===== src/rtl/p2sa_pkg.sv =====
// ============================================================================
// p2sa_pkg
// Shared types and constants for the 2D similarity alignment block.
// ============================================================================
`default_nettype none

package p2sa_pkg;

    // Fixed field and arithmetic widths.
    localparam int COORD_W    = 16;   // Q7.8 coordinate
    localparam int IN_DATA_W  = 64;   // four coordinates
    localparam int OUT_DATA_W = 32;   // two coordinates
    localparam int SUM_W      = 40;   // accumulated sums
    localparam int CD_W       = 31;   // normalised cross and dot magnitudes
    localparam int RAD_W      = 64;   // radicand of the square root unit
    localparam int ROOT_W     = 32;   // square root result
    localparam int DIV_NUM_W  = 49;   // dividend of the divider
    localparam int TRIG_W     = 18;   // signed Q1.16 cos and sin
    localparam int TRIGQ_W    = 17;   // unsigned divider result for cos and sin
    localparam int SCL_W      = 24;   // unsigned Q8.16 scale
    localparam int ITER_W     = 6;
    localparam int SQRT_STEPS = 32;
    localparam int DIV_STEPS  = 49;
    localparam int NORM_SHIFT = 26;

    // Controller states.
    typedef enum logic [3:0] {
        S_IDLE,
        S_MUL,
        S_ACC,
        S_NORM,
        S_SQ,
        S_GO,
        S_WAIT,
        S_FIN,
        S_RD,
        S_M1,
        S_M2,
        S_OUT,
        S_DONE
    } t_state;

    // Operations of the shared iterative unit, in the order they are run.
    typedef enum logic [2:0] {
        OP_SQ_R,
        OP_DV_COS,
        OP_DV_SIN,
        OP_SQ_REF,
        OP_SQ_SHP,
        OP_DV_SCL
    } t_op;

    // Commands from the controller to the datapath.
    typedef struct packed {
        logic in_acc;
        logic mul;
        logic norm;
        logic sq;
        logic go;
        t_op  op;
        logic fin;
        logic rd;
        logic m1;
        logic m2;
        logic load_out;
        logic clr;
    } t_dp_cmd;

    // Status from the datapath to the controller.
    typedef struct packed {
        logic unit_done;
        logic last_idx;
        logic out_free;
    } t_dp_sts;

endpackage

`default_nettype wire


===== src/rtl/p2sa_ctrl.sv =====
// ============================================================================
// p2sa_ctrl
// Sequencer: loading, rotation and scale computation, then point emission.
// ============================================================================
`default_nettype none

module p2sa_ctrl (
    input  wire logic              i_clk,
    input  wire logic              i_rst_n,
    input  wire logic              i_in_valid,
    input  wire logic              i_in_last,
    output logic                   o_in_ready,
    input  wire p2sa_pkg::t_dp_sts i_sts,
    output p2sa_pkg::t_dp_cmd      o_cmd
);

    import p2sa_pkg::*;

    t_state r_state, n_state;
    t_op    r_op, n_op;
    logic   r_last, n_last;

    always_ff @(posedge i_clk) begin
        if (!i_rst_n) begin
            r_state <= S_IDLE;
            r_op    <= OP_SQ_R;
            r_last  <= 1'b0;
        end else begin
            r_state <= n_state;
            r_op    <= n_op;
            r_last  <= n_last;
        end
    end

    // Next state.
    always_comb begin
        n_state = r_state;
        n_op    = r_op;
        n_last  = r_last;
        case (r_state)
            S_IDLE: begin
                if (i_in_valid) begin
                    n_last  = i_in_last;
                    n_state = S_MUL;
                end
            end
            S_MUL:  n_state = r_last ? S_ACC : S_IDLE;
            S_ACC:  n_state = S_NORM;
            S_NORM: n_state = S_SQ;
            S_SQ: begin
                n_op    = OP_SQ_R;
                n_state = S_GO;
            end
            S_GO:   n_state = S_WAIT;
            S_WAIT: begin
                if (i_sts.unit_done) begin
                    case (r_op)
                        OP_SQ_R:   begin n_op = OP_DV_COS; n_state = S_GO; end
                        OP_DV_COS: begin n_op = OP_DV_SIN; n_state = S_GO; end
                        OP_DV_SIN: begin n_op = OP_SQ_REF; n_state = S_GO; end
                        OP_SQ_REF: begin n_op = OP_SQ_SHP; n_state = S_GO; end
                        OP_SQ_SHP: begin n_op = OP_DV_SCL; n_state = S_GO; end
                        default:   n_state = S_FIN;
                    endcase
                end
            end
            S_FIN:  n_state = S_RD;
            S_RD:   n_state = S_M1;
            S_M1:   n_state = S_M2;
            S_M2:   n_state = S_OUT;
            S_OUT: begin
                if (i_sts.out_free) begin
                    n_state = i_sts.last_idx ? S_DONE : S_RD;
                end
            end
            S_DONE: n_state = S_IDLE;
            default: n_state = S_IDLE;
        endcase
    end

    // Outputs.
    always_comb begin
        o_cmd          = '0;
        o_cmd.op       = r_op;
        o_in_ready     = (r_state == S_IDLE);
        o_cmd.in_acc   = (r_state == S_IDLE) && i_in_valid;
        o_cmd.mul      = (r_state == S_MUL);
        o_cmd.norm     = (r_state == S_NORM);
        o_cmd.sq       = (r_state == S_SQ);
        o_cmd.go       = (r_state == S_GO);
        o_cmd.fin      = (r_state == S_FIN);
        o_cmd.rd       = (r_state == S_RD);
        o_cmd.m1       = (r_state == S_M1);
        o_cmd.m2       = (r_state == S_M2);
        o_cmd.load_out = (r_state == S_OUT) && i_sts.out_free;
        o_cmd.clr      = (r_state == S_DONE);
    end

endmodule

`default_nettype wire


===== config.mk =====
export PLATFORM = sky130hd
export DESIGN_NAME = p2sa_ctrl
export DESIGN_NICKNAME = d
export VERILOG_FILES = /design/src/rtl/p2sa_pkg.sv /design/src/rtl/p2sa_ctrl.sv
export SDC_FILE = /design/constraint.sdc
export NUM_CORES = 1
export LEC_CHECK = 0
export ABC_CLOCK_PERIOD_IN_PS = 1800
export BUFFER_PORTS_ARGS = -buffer_cell sky130_fd_sc_hd__buf_4
export CAP_MARGIN = 15
export CORE_AREA = 3 3 40 42
export CTS_BUF_LIST = sky130_fd_sc_hd__clkbuf_4 sky130_fd_sc_hd__clkbuf_8
export DETAILED_ROUTE_END_ITERATION = 6
export DIE_AREA = 0 0 43 45
export MAX_ROUTING_LAYER = met4
export PLACE_DENSITY = 0.72
export SYNTH_ARGS = -nofsm -noshare
export SYNTH_HDL_FRONTEND = slang
export SYNTH_SLANG_ARGS = --single-unit

===== constraint.sdc =====
create_clock -name i_clk -period 1.8 [get_ports i_clk]
set_input_delay 0.09 -clock i_clk [delete_from_list [all_inputs] [get_ports i_clk]]
set_output_delay 0.09 -clock i_clk [all_outputs]
set_load 0.01 [all_outputs]

-- After elaboration in Yosys (flattened, before gate mapping)
Index checks and enable logic that the tools add are counted.
- bits in registers: 8
- bits in latches: 0
- RAM bits: 0
- ROM bits: 0
- input port bits: 7
- logic and storage cells: 42
- memories: 0
- add/subtract/negate cells: 0
- $mul: 0
- divide/modulo/power cells: 0
- order comparisons: 0
- equality and inequality tests: 20
- shifts and indexed selects: 0
- multiplexer cells: 10
- bitwise operators: 0
- reduce and logical (&&, ||, !) cells: 9
- operator list (kind ; count):
    case mux 4 bit (12 select lines) ; 1
    == test 4 bit (second input constant) ; 5
    == test 4 x 3 -> 1 bit (second input constant) ; 4
    case mux 3 bit (5 select lines) ; 1
    2-to-1 mux 4 bit ; 3
    == test 4 x 2 -> 1 bit (second input constant) ; 2
    == test 3 x 2 -> 1 bit (second input constant) ; 2
    2-to-1 mux 3 bit ; 2
    != test 2 bit (second input constant) ; 3
    != test 6 bit (second input constant) ; 1
    case mux 3 bit (2 select lines) ; 1
    AND reduction 3 bit ; 2
    OR reduction 5 bit ; 1
    == test 4 x 1 -> 1 bit (second input constant) ; 1
    zero test 4 bit ; 1
    2-to-1 mux 2 bit ; 2
    == test 3 x 1 -> 1 bit (second input constant) ; 1
    == test 3 bit (second input constant) ; 1
    zero test 3 bit ; 1
    logical AND 1 bit ; 2
    AND reduction 2 bit ; 1
    nonzero test 2 bit ; 1

-- Longest topological paths before layout
- depth after elaboration: 5
- gate-level depth with buffers: 6

-- Worst setup path before layout
Ideal clock, no wire load.
- path type: flip-flop to flip-flop
- start point: register r_state[3]
- end point: register r_last
- library setup time: 116 ps
- arrival time: 1411 ps
- data required time: 1684 ps
- path slack: 273 ps
- stages on the path, launching flop included: 7
- buffers on the path: 1
- clock period less this slack: 1527 ps
- path through: dfxtp_1 buf_6 or4_4 inv_2 and2_4 mux2i_1 nor2b_1
- longest elaborated chain between the ends: 2
- RTL lines (element ; RTL line ; RTL):
    from (decl) ; p2sa_ctrl.sv:19 ; t_state r_state, n_state;
    from (signal assigned) ; p2sa_ctrl.sv:29 ; r_state <= n_state;
    zero test 4 bit ; -- ;
    net o_in_ready ; p2sa_ctrl.sv:12 ; output logic o_in_ready,
    AND reduction 2 bit (no line) ; -- ;
    to (signal assigned) ; p2sa_ctrl.sv:31 ; r_last <= n_last;
    to (decl) ; p2sa_ctrl.sv:21 ; logic r_last, n_last;
The timed path passes the listed nets, and every way through them passes these cells.
A chain may end at the register's enable or synchronous reset.

==> impl_metrics.ini <==
[sta]
max-slew-margin-rel_pct = 78.2
skew_ps = 1.76
fin_crit_sh_pct = 90.7
fmaxAchievable_ghz = 0.613
setup_viol_count_final = 0
final.setup.worst_slack_ps = 168
finalSetupTns_ps = 0
rsz_0062_raised_after_global_routing = no
drv_slew = 0
max_slew.worst_pin.slew_ps = 325
final_count_of_hold_timing_violations = 0
finalWorstPathRequiredPeriod_ps = 1630

[clocking]
cts_max_path_buffers = 2
cts.clk_slew.worst_paths_ps = 60
htreeDepth = 1
post_cts_hold_buffers = 0
cts_root_buffer = sky130_fd_sc_hd__clkbuf_4
clk_latency_ps = 250
cts_made_buffers = 3
cts_repair_resizes = 0
post-cts-setup-buffer-count = 0
clkSinkCount = 8
tritoncts = built

[place]
placed_cells_incl_taps = 103
dp_slack_ps = 278
place.gp.congestion = 0.852
dpl.hpwl_mm = 1.04
placement.cell_area_um2 = 712
io_buffer_count = 21

[drt]
post_drt_wl_per_cell_um = 13.1
residual_drc_count = 0
route.vias.total = 574
via_per_inst = 5.42
route.antenna.remaining_nets = 0
initial_drt_pass_iterations = 4
detailedRoute.firstIterationViolations = 6
route.final.wire_length_mm = 1.38

[final_layout]
final_layout_size_suffix_gt1_share_pct = 34.1
postLayoutCellArea_um2 = 734
layout.cells.non_filler = 106
final_nets = 100
antenna_cells = 0
area.growth.synth_to_final_pct = 35.6

[logic_synthesis]
post_synth_fa_ha_maj_area_fraction_pct = 0
ff_latch_count_synth = 8
synth_enable_flop_cells = 0
synthesis.nets = 76
syn-cell-area_um2 = 542
main_combinational_cell_family_by_area_after_synthesis = simple AND/OR/NAND/NOR gates
synth.distinct_cells = 32
post_synth_main_area_contributors = sky130_fd_sc_hd__dfxtp_1, sky130_fd_sc_hd__nor3_1, sky130_fd_sc_hd__nand2b_1
yosysWarnings = 0
yosys-mux-area-fraction_pct = 1.85
syn_avg_cell_area_um2 = 7.85
library_cell_occupying_the_most_area_in_the_post_synthesis_netlist = sky130_fd_sc_hd__dfxtp_1
synth_top_flop_cell = sky130_fd_sc_hd__dfxtp_1
yosys.area_share.xor_xnor_pct = 0
synthSimpleGateAreaFrac_pct = 39.7
asyncSetResetFlopFracSynth_pct = 0
yosys-top-cells-count = sky130_fd_sc_hd__dfxtp_1, sky130_fd_sc_hd__nor3_1, sky130_fd_sc_hd__nor2_1
synthesis.instances = 69
compound_gate_portion_of_the_synthesized_area_pct = 22.9
synth_seq_area_share_pct = 29.6
post-synth-top-area-fraction_pct = 29.6

[critical_path]
cpLargestDelayFamily = simple AND/OR/NAND/NOR gates
critical-path-max-stage-delay_ps = 570
worstSetupPathType = reg -> out
crit_required_ps = 1710
reg2reg_slack_ps = 260
worst_setup_path_end_kind = primary output
cp_num_buf_inv = 2
reg2reg_to = r_state[0]$_SDFFE_PN0P_
crit_path_top_delay_cell = sky130_fd_sc_hd__or4_4
cp_max_fo = 11
arrival_ps = 1540
regToRegStartpoint = r_state[2]$_SDFFE_PN0P_
worst_setup_path_start_kind = flop
timing.critical_path.cells = or4_4 -> inv_2 -> and2_4 -> buf_4
worst-r2r-cell-count = 4

[worst_hold_path]
worst_hold_path_type = in -> reg
hold-path-cell-count = 3
whs_endpoint = r_last$_SDFFE_PN0P_
min-delay-start = i_in_last

[floorplan]
die_footprint_um2 = 1940
die-height_um = 45
die_x_um = 43
effective_utilization_at_floorplan_pct = 42.2
io-pin-count = 22
floorplan.core_area_um2 = 1280
rows = 13

[global_route]
pin_count_of_the_biggest_net_entering_global_routing = 12
first_pass_grt_wire_length_mm = 2.24
grtUsageMet1_pct = 20.8
grt_util_all_layers_pct = 16.2
antenna_violations_before_repair = 0
grt_pass1_vias = 514
globalRoute.totalOverflow = 0
global_route.usage.met3_pct = 6.37
global_route.peak_usage_layer = met2
gr-usage-met2_pct = 22.5

[pwr]
worst_ir_drop_vdd_uv = 349
cellLeakagePower_nw = 0.301
power-per-cell-area_nw_per_um2 = 542

[flow_run]
max_cap_violations = 0

[status]
status = finished, final reports clean
## worst min-delay path, stage by stage
cell                      delay, ps
sky130_fd_sc_hd__buf_4           70
sky130_fd_sc_hd__mux2i_1         50
sky130_fd_sc_hd__nor2b_1         90
## how the worst max path moves through the flow
stage / from / end / cells after the start
floorplan: r_state[3]$_SDFFE_PN0P_ / r_last$_SDFFE_PN0P_ / 6
CTS: r_state[2]$_SDFFE_PN0P_ / o_cmd[13] / 4
global placement: r_state[2]$_SDFFE_PN0P_ / r_state[0]$_SDFFE_PN0P_ / 4
finish: r_state[2]$_SDFFE_PN0P_ / o_cmd[13] / 4
detailed placement: r_state[2]$_SDFFE_PN0P_ / r_state[0]$_SDFFE_PN0P_ / 4
global route: r_state[2]$_SDFFE_PN0P_ / o_cmd[10] / 4
## cell type report
type                       count  area (um^2)
timing repair buffer          24          180
sequential                     8          160
multi-input combinational     55          349
fill                         129          551
inverter                       1         3.75
clock buffer                   3         22.5
tap                           15         18.8
## logic make-up after synthesis
family	Yosys count
compound gates	16
buf+inv	6
flops	8
mux	1
simple gates	38
## state kept, by name, indices dropped and copies added (netlist names)
name     cells
r_state      4
r_op         3
r_last       1
## layout by cell type (no fill, tap or decap), types with 2 or more instances in the layout
cell / count
sky130_fd_sc_hd__nand2b_1: 4
sky130_fd_sc_hd__nor2_1: 6
sky130_fd_sc_hd__nand2_1: 5
sky130_fd_sc_hd__o21a_1: 3
sky130_fd_sc_hd__nor2b_1: 4
sky130_fd_sc_hd__nor3b_1: 2
sky130_fd_sc_hd__and2_1: 2
sky130_fd_sc_hd__clkbuf_4: 3
sky130_fd_sc_hd__buf_4: 24
sky130_fd_sc_hd__o21ai_0: 2
sky130_fd_sc_hd__dfxtp_1: 8
sky130_fd_sc_hd__a21oi_1: 2
sky130_fd_sc_hd__nor3_1: 8
## per-layer routing
layer / vias to the layer above / share of wire (%)
li1: 293 / -
met1: 256 / 48
met2: 23 / 43
met5: - / 0
met3: 2 / 7.8
met4: 0 / 0.87
## power breakdown
| part | switching (mW) | total (mW) | internal (mW) | leakage, nW |
|---|---|---|---|---|
| Sequential | 0.00419 | 0.185 | 0.181 | 0.0649 |
| Clock | 0.0657 | 0.142 | 0.0766 | 0.0138 |
| Combinational | 0.0322 | 0.0706 | 0.0385 | 0.222 |
| Total | 0.102 | 0.398 | 0.296 | 0.301 |
## metrics by stage
| stage | total power, mW | utilization [%] | hold slack [ps] |
|---|---|---|---|
| floorplan | 0.228 | - | 209 |
| global placement | 0.259 | 55.4 | 346 |
| detailed placement | 0.260 | 55.4 | 354 |
| CTS | 0.403 | 57.2 | 88.3 |
| global route | 0.424 | 57.2 | 101 |
| finish | 0.398 | 57.2 | 92.3 |
Note: power is estimated with default switching activity, not from simulation.
